<file path="config.mk">
export PLATFORM = sky130hd
export DESIGN_NAME = tbs_blend
export DESIGN_NICKNAME = d
export VERILOG_FILES = /design/src/hdl/tbs_pkg.sv /design/src/hdl/tbs_blend.sv
export SDC_FILE = /design/constraint.sdc
export NUM_CORES = 2
export LEC_CHECK = 0
export BUFFER_PORTS_ARGS = -buffer_cell sky130_fd_sc_hd__buf_2
export CORE_MARGIN = 2
export CORE_UTILIZATION = 55
export CTS_CLUSTER_SIZE = 25
export DETAILED_ROUTE_END_ITERATION = 16
export PLACE_DENSITY = 0.74
export SYNTH_ARGS = -nofsm -noshare
export SYNTH_HDL_FRONTEND = slang
export SYNTH_SLANG_ARGS = --single-unit
</file>
<file path="constraint.sdc">
create_clock -name clk -period 5.9 [get_ports clk]
set_input_delay 0.295 -clock clk [delete_from_list [all_inputs] [get_ports clk]]
set_output_delay 0.295 -clock clk [all_outputs]
set_load 0.05 [all_outputs]
</file>
<file path="src/hdl/tbs_pkg.sv">
package tbs_pkg;

	// input command codes (tuser)
	typedef enum logic [1:0] {
		CMD_WRITE    = 2'd0,
		CMD_NEAREST  = 2'd1,
		CMD_BILINEAR = 2'd2
	} cmd_t;

	// configuration register indexes
	localparam int CFG_IDX_W = 2;
	localparam logic [CFG_IDX_W-1:0] CFG_TEX_WIDTH  = 2'd0;
	localparam logic [CFG_IDX_W-1:0] CFG_TEX_HEIGHT = 2'd1;

	localparam int SIZE_W     = 9;
	localparam int CHAN_W     = 8;
	localparam int TEXEL_W    = 24;
	localparam int OUT_CHAN_W = 16;
	localparam int OUT_W      = 48;

	// result queue; the top level reserves a slot per accepted fetch
	localparam int OUT_FIFO_DEPTH = 8;
	localparam int OUT_FIFO_PTR_W = 3;
	localparam int OUT_FIFO_CNT_W = 4;

	// tag that travels with every texel read
	typedef struct packed {
		logic valid;
		logic hfirst;	// first texel of a row pair
		logic hlast;	// last texel of a row pair
		logic vfirst;	// first row of the item
		logic vlast;	// last row: result completes
	} rd_tag_t;

endpackage

</file>
<file path="src/hdl/tbs_blend.sv">
module tbs_blend #(
	parameter int COORD_FRAC_BITS = 16,
	localparam int WtW = COORD_FRAC_BITS + 1,
	localparam int PrW = COORD_FRAC_BITS + 9,
	localparam int VpW = 2 * COORD_FRAC_BITS + 10,
	localparam int ResLo = 2 * COORD_FRAC_BITS - 8
) (
	input  logic                         clk,
	input  logic                         arst_n,
	input  tbs_pkg::rd_tag_t             rd_tag,
	input  logic [WtW-1:0]               rd_wx,
	input  logic [WtW-1:0]               rd_wy,
	input  logic [tbs_pkg::TEXEL_W-1:0]  rd_data,
	output logic                         out_valid,
	input  logic                         out_ready,
	output logic [tbs_pkg::OUT_W-1:0]    out_data
);

	// stage 1: texel channel times horizontal weight
	tbs_pkg::rd_tag_t tag_s1;
	logic [PrW-1:0]   prod_s1 [3];
	logic [WtW-1:0]   wy_s1;

	always_ff @(posedge clk or negedge arst_n) begin
		if (!arst_n) begin
			tag_s1 <= '0;
		end else begin
			tag_s1 <= rd_tag;
		end
	end

	always_ff @(posedge clk) begin
		for (int c = 0; c < 3; c++) begin
			prod_s1[c] <= PrW'(rd_data[c*tbs_pkg::CHAN_W +: tbs_pkg::CHAN_W]) * PrW'(rd_wx);
		end
		wy_s1 <= rd_wy;
	end

	// stage 2: row sum
	logic           valid_s2, vfirst_s2, vlast_s2;
	logic [PrW-1:0] hs_s2 [3];
	logic [WtW-1:0] wy_s2;
	logic [PrW-1:0] hacc_q [3];
	logic [PrW-1:0] hs_d [3];

	always_comb begin
		for (int c = 0; c < 3; c++) begin
			hs_d[c] = (tag_s1.hfirst ? '0 : hacc_q[c]) + prod_s1[c];
		end
	end

	always_ff @(posedge clk or negedge arst_n) begin
		if (!arst_n) begin
			valid_s2  <= 1'b0;
			vfirst_s2 <= 1'b0;
			vlast_s2  <= 1'b0;
		end else begin
			valid_s2  <= tag_s1.valid && tag_s1.hlast;
			vfirst_s2 <= tag_s1.vfirst;
			vlast_s2  <= tag_s1.vlast;
		end
	end

	always_ff @(posedge clk) begin
		if (tag_s1.valid && !tag_s1.hlast) begin
			hacc_q <= prod_s1;
		end
		hs_s2 <= hs_d;
		wy_s2 <= wy_s1;
	end

	// stage 3: row sum times vertical weight
	logic           valid_s3, vfirst_s3, vlast_s3;
	logic [VpW-1:0] vp_s3 [3];

	always_ff @(posedge clk or negedge arst_n) begin
		if (!arst_n) begin
			valid_s3  <= 1'b0;
			vfirst_s3 <= 1'b0;
			vlast_s3  <= 1'b0;
		end else begin
			valid_s3  <= valid_s2;
			vfirst_s3 <= vfirst_s2;
			vlast_s3  <= vlast_s2;
		end
	end

	always_ff @(posedge clk) begin
		for (int c = 0; c < 3; c++) begin
			vp_s3[c] <= VpW'(hs_s2[c]) * VpW'(wy_s2);
		end
	end

	// column sum, scale, push into the result queue
	logic [VpW-1:0] vacc_q [3];
	logic [VpW-1:0] vsum [3];
	logic           push;
	logic [tbs_pkg::OUT_W-1:0] push_data;

	always_comb begin
		for (int c = 0; c < 3; c++) begin
			vsum[c] = (vfirst_s3 ? '0 : vacc_q[c]) + vp_s3[c];
			push_data[c*tbs_pkg::OUT_CHAN_W +: tbs_pkg::OUT_CHAN_W] =
				vsum[c][ResLo +: tbs_pkg::OUT_CHAN_W];
		end
		push = valid_s3 && vlast_s3;
	end

	always_ff @(posedge clk) begin
		if (valid_s3 && !vlast_s3) begin
			vacc_q <= vp_s3;
		end
	end

	// result queue
	logic [tbs_pkg::OUT_W-1:0]          fifo_q [tbs_pkg::OUT_FIFO_DEPTH];
	logic [tbs_pkg::OUT_FIFO_PTR_W-1:0] wr_ptr_q, rd_ptr_q;
	logic [tbs_pkg::OUT_FIFO_CNT_W-1:0] cnt_q;
	logic                               pop;

	assign out_valid = (cnt_q != '0);
	assign out_data  = fifo_q[rd_ptr_q];
	assign pop       = out_valid && out_ready;

	always_ff @(posedge clk) begin
		if (push) begin
			fifo_q[wr_ptr_q] <= push_data;
		end
	end

	always_ff @(posedge clk or negedge arst_n) begin
		if (!arst_n) begin
			wr_ptr_q <= '0;
			rd_ptr_q <= '0;
			cnt_q    <= '0;
		end else begin
			if (push) begin
				wr_ptr_q <= wr_ptr_q + 1'b1;
			end
			if (pop) begin
				rd_ptr_q <= rd_ptr_q + 1'b1;
			end
			case ({push, pop})
				2'b10:   cnt_q <= cnt_q + 1'b1;
				2'b01:   cnt_q <= cnt_q - 1'b1;
				default: cnt_q <= cnt_q;
			endcase
		end
	end

endmodule

</file>
==> summary.txt <==
Maximum clock path buffer count - 3
Setup Viol. Count Final - 45
Register area share after synthesis - 27.41%
Residual DRC - 0
Number of antenna-violating nets in the routed design - 0
Clk_lat worst skew - 0.75 ns
Total Wirelength - 209.1 mm
Clock Sinks - 904
GRT overflow - 0
# fillers - 11770
Element type at the critical path start - flop
Largest net degree at the start of global routing - 75
H-tree levels - 3
Fmax - 158.6 MHz
DR vias/cell - 5.460
Clk root buf - clkbuf_16
Outcome - finished, violations left
Arrival time of the worst setup path - 6.97 ns
Synth-to-Final Area Change - 15.31%
# rows - 146
Violated checks - negative setup slack
Share of cells above drive strength 1 - 16.34%
Worst-path fanout max - 4
Initial antenna violation count - 5
Clock transition at path regs - 0.06 ns
Die area - 162400 µm²
#FFs+latches synth - 904
DRT Pass-1 Iters - 9
DPL Wire Length - 153.9 mm
Critical path class - flop to flop
Rel. slew slack - 34.29%
Synth unique cells - 80
Num CTS Buffers - 94
IO buf count - 114
First-pass GRT wire length - 339.0 mm
Number of synthesized flops with an enable pin - 579
Ys Warns - 0
RSZ-0062 raised after global routing - true
Starting Density - 55.33%
Final Slew Violations - 0
Placeable Area - 158200 µm²
DR iter-0 viols - 4523
Die Span Y - 402.9 µm
Post-Syn Instances - 8445
Metal2 WL - 96.74 mm
Final hold vios - 0
Worst hold margin - 0.04750 ns
# Max-Cap Violations - 0
Global placement routability congestion - 0.9353
Period Utilization, post-route - 106.9%
CTS tree - built
Die W - 402.9 µm
Synth async-reset ratio - 2.323%
Synth Area per Inst - 10.37 µm²
CP endpoint kind - flop
Number of global-route vias before repair - 65410
# IOs - 115
Highest routed layer - met5
Hold Path Class - input pin to flop
Top FF cell, synth - edfxtp_1
Setup WS post-layout - -0.4042 ns
All-Layer GR Usage - 26.07%
Tmin final - 6.304 ns
Post-Route M1 WL - 88.16 mm
Final setup skew - 0.06298 ns
Worst-margin pin slew - 0.9857 ns
Nets@finish - 11010
Drt wl/cell - 18.75 µm
Total number of vias - 60870
Worst path required time - 6.56 ns
Metal3 WL - 16.20 mm
Mapped cell area - 87540 µm²
Syn Nets - 10460
## cells in the final DEF, fill, tap and decap left out, types with 42 or more instances in the layout
master	n
a21o_1	127
a21oi_1	186
and2_1	657
buf_12	58
buf_2	114
buf_4	532
buf_6	51
clkbuf_16	101
dfxtp_1	269
edfxtp_1	579
fa_1	1261
fa_2	42
ha_1	592
inv_1	1543
inv_2	66
mux2_2	52
mux4_2	96
nand2_1	1112
nand3_1	60
nor2_1	168
nor2b_1	226
o21ai_0	67
o21ai_1	46
xnor2_1	188
xor2_1	60
## final timing paths
| path | startpoint | to | slack (ns) | cells after the start |
|---|---|---|---|---|
| hold / removal | rd_data[0] | prod_s1[50] | 0.05 | 2 |
| setup reg to reg | wy_s2[11] | vp_s3[115] | -0.40 | 26 |
| hold reg to reg | wy_s1[9] | wy_s2[9] | 0.32 | 0 |
| min in group asynchronous | arst_n | cnt_q[0] | 0.27 | 2 |
| setup / recovery | wy_s2[11] | vp_s3[115] | -0.40 | 26 |
| max in group asynchronous | arst_n | vfirst_s3 | 4.91 | 2 |
## routing by layer
metal,up-vias,track usage (%)
met2,2355,42.19
met4,2,8.450
li1,27510,-
met5,-,0
met1,30540,35.85
met3,469,4.580
## sequential cells by signal (all words and copies together) (netlist names)
| name | count |
|---|---|
| hs_s2 | 75 |
| tag_s1 | 5 |
| valid_s3 | 1 |
| vp_s3 | 120 |
| hacc_q | 75 |
| cnt_q | 4 |
| wy_s1 | 17 |
| valid_s2 | 1 |
| vfirst_s2 | 1 |
| fifo_q | 384 |
| vacc_q | 120 |
| rd_ptr_q | 3 |
| vfirst_s3 | 1 |
| wy_s2 | 17 |
| prod_s1 | 75 |
| vlast_s2 | 1 |
| vlast_s3 | 1 |
| wr_ptr_q | 3 |
## final cells by class
cell class              instances  area, µm²  area share, %
diodes                          1      2.502       0.002479
clock buffers                 112       2472          2.449
clock inverters                63      735.7         0.7289
inverters                    1609       6040          5.984
multi-input cells            5587      58010          57.47
flip-flops and latches        904      24080          23.86
well taps                    2072       2592          2.569
repair buffers                801       7000          6.936
## critical path, stage by stage (launching register included)
cell,delay (ns)
dfxtp_4,0.39
buf_6,0.13
buf_16,0.12
buf_4,0.15
nand2_1,0.09
fa_1,0.56
inv_1,0.07
fa_2,0.58
fa_2,0.44
fa_1,0.42
fa_1,0.52
inv_1,0.06
fa_1,0.52
inv_2,0.05
ha_4,0.21
a21o_1,0.14
a21o_1,0.16
a21o_1,0.18
a21oi_2,0.15
o211ai_1,0.11
buf_4,0.18
buf_4,0.13
buf_6,0.11
a31o_4,0.22
a31o_4,0.22
a21oi_2,0.16
xnor2_1,0.15
## synth_stat cells, types with 9 or more instances
| cell | count | share of area, % |
|---|---|---|
| nor2_1 | 187 | 0.80 |
| o211ai_1 | 20 | 0.17 |
| dfxtp_1 | 304 | 7.0 |
| and2_1 | 681 | 4.9 |
| buf_1 | 11 | 0.047 |
| a31oi_1 | 26 | 0.19 |
| xor2_1 | 64 | 0.64 |
| clkbuf_1 | 334 | 1.4 |
| o21a_1 | 35 | 0.30 |
| o21ai_0 | 85 | 0.49 |
| a31o_2 | 9 | 0.090 |
| ha_1 | 641 | 9.2 |
| edfxtp_1 | 579 | 20 |
| nor3_1 | 44 | 0.25 |
| nor2b_1 | 230 | 1.6 |
| nand3_1 | 69 | 0.39 |
| nand2_1 | 1136 | 4.9 |
| nand4_1 | 20 | 0.14 |
| and3_1 | 35 | 0.25 |
| nand2b_1 | 40 | 0.29 |
| mux4_2 | 96 | 2.5 |
| a21oi_1 | 225 | 1.3 |
| a211oi_1 | 21 | 0.18 |
| fa_1 | 1303 | 30 |
| or3_1 | 10 | 0.071 |
| o2111ai_1 | 9 | 0.090 |
| inv_1 | 1609 | 6.9 |
| a211o_1 | 11 | 0.11 |
| o21ai_1 | 38 | 0.22 |
| a21o_1 | 127 | 1.1 |
| mux2_2 | 52 | 0.67 |
| dfrtp_1 | 21 | 0.60 |
| o21bai_1 | 27 | 0.23 |
| xnor2_1 | 207 | 2.1 |
## kinds of logic (layout without fill, tap and decap cells)
| group | count (synthesis) | after routing | share of synthesized area [%] |
|---|---|---|---|
| AO/OA/AOI/OAI | 727 | 727 | 5.409 |
| XOR/XNOR | 271 | 271 | 2.711 |
| adder cells (fa/ha/maj) | 1944 | 1944 | 38.96 |
| buffers and inverters | 1954 | 2585 | 8.379 |
| flip-flops | 904 | 904 | 27.41 |
| multiplexers | 152 | 152 | 3.185 |
| other | 0 | 1 | 0 |
| AND/OR/NAND/NOR | 2493 | 2493 | 13.94 |
## through the flow
stage               setup TNS [ns]  util [%]  worst slack, ns  instances  instance area [µm²]
finish                      -9.518     63.80          -0.4042      11150               100900
global route                -19.51     63.80          -0.6219      11150               100900
CTS                         -6.052     63.01          -0.3058      11100                99670
detailed placement          -9.248     59.59          -0.3832      10820                94270
global placement            -6.597     59.59          -0.3567      10820                94270
floorplan                 -0.09001         -         -0.09001       8445                88070
## repair_timing
action,4_1_cts,5_1_grt
setup buffers,72,58
hold buffers,25,0
resized for setup,236,248
cloned,11,6
endpoints found under the hold margin,47,0
setup endpoints to repair,43,62
pin swaps,187,227
Power is not shown: default switching activity piles up to over one toggle a cycle in this logic, so the estimate is an artifact.
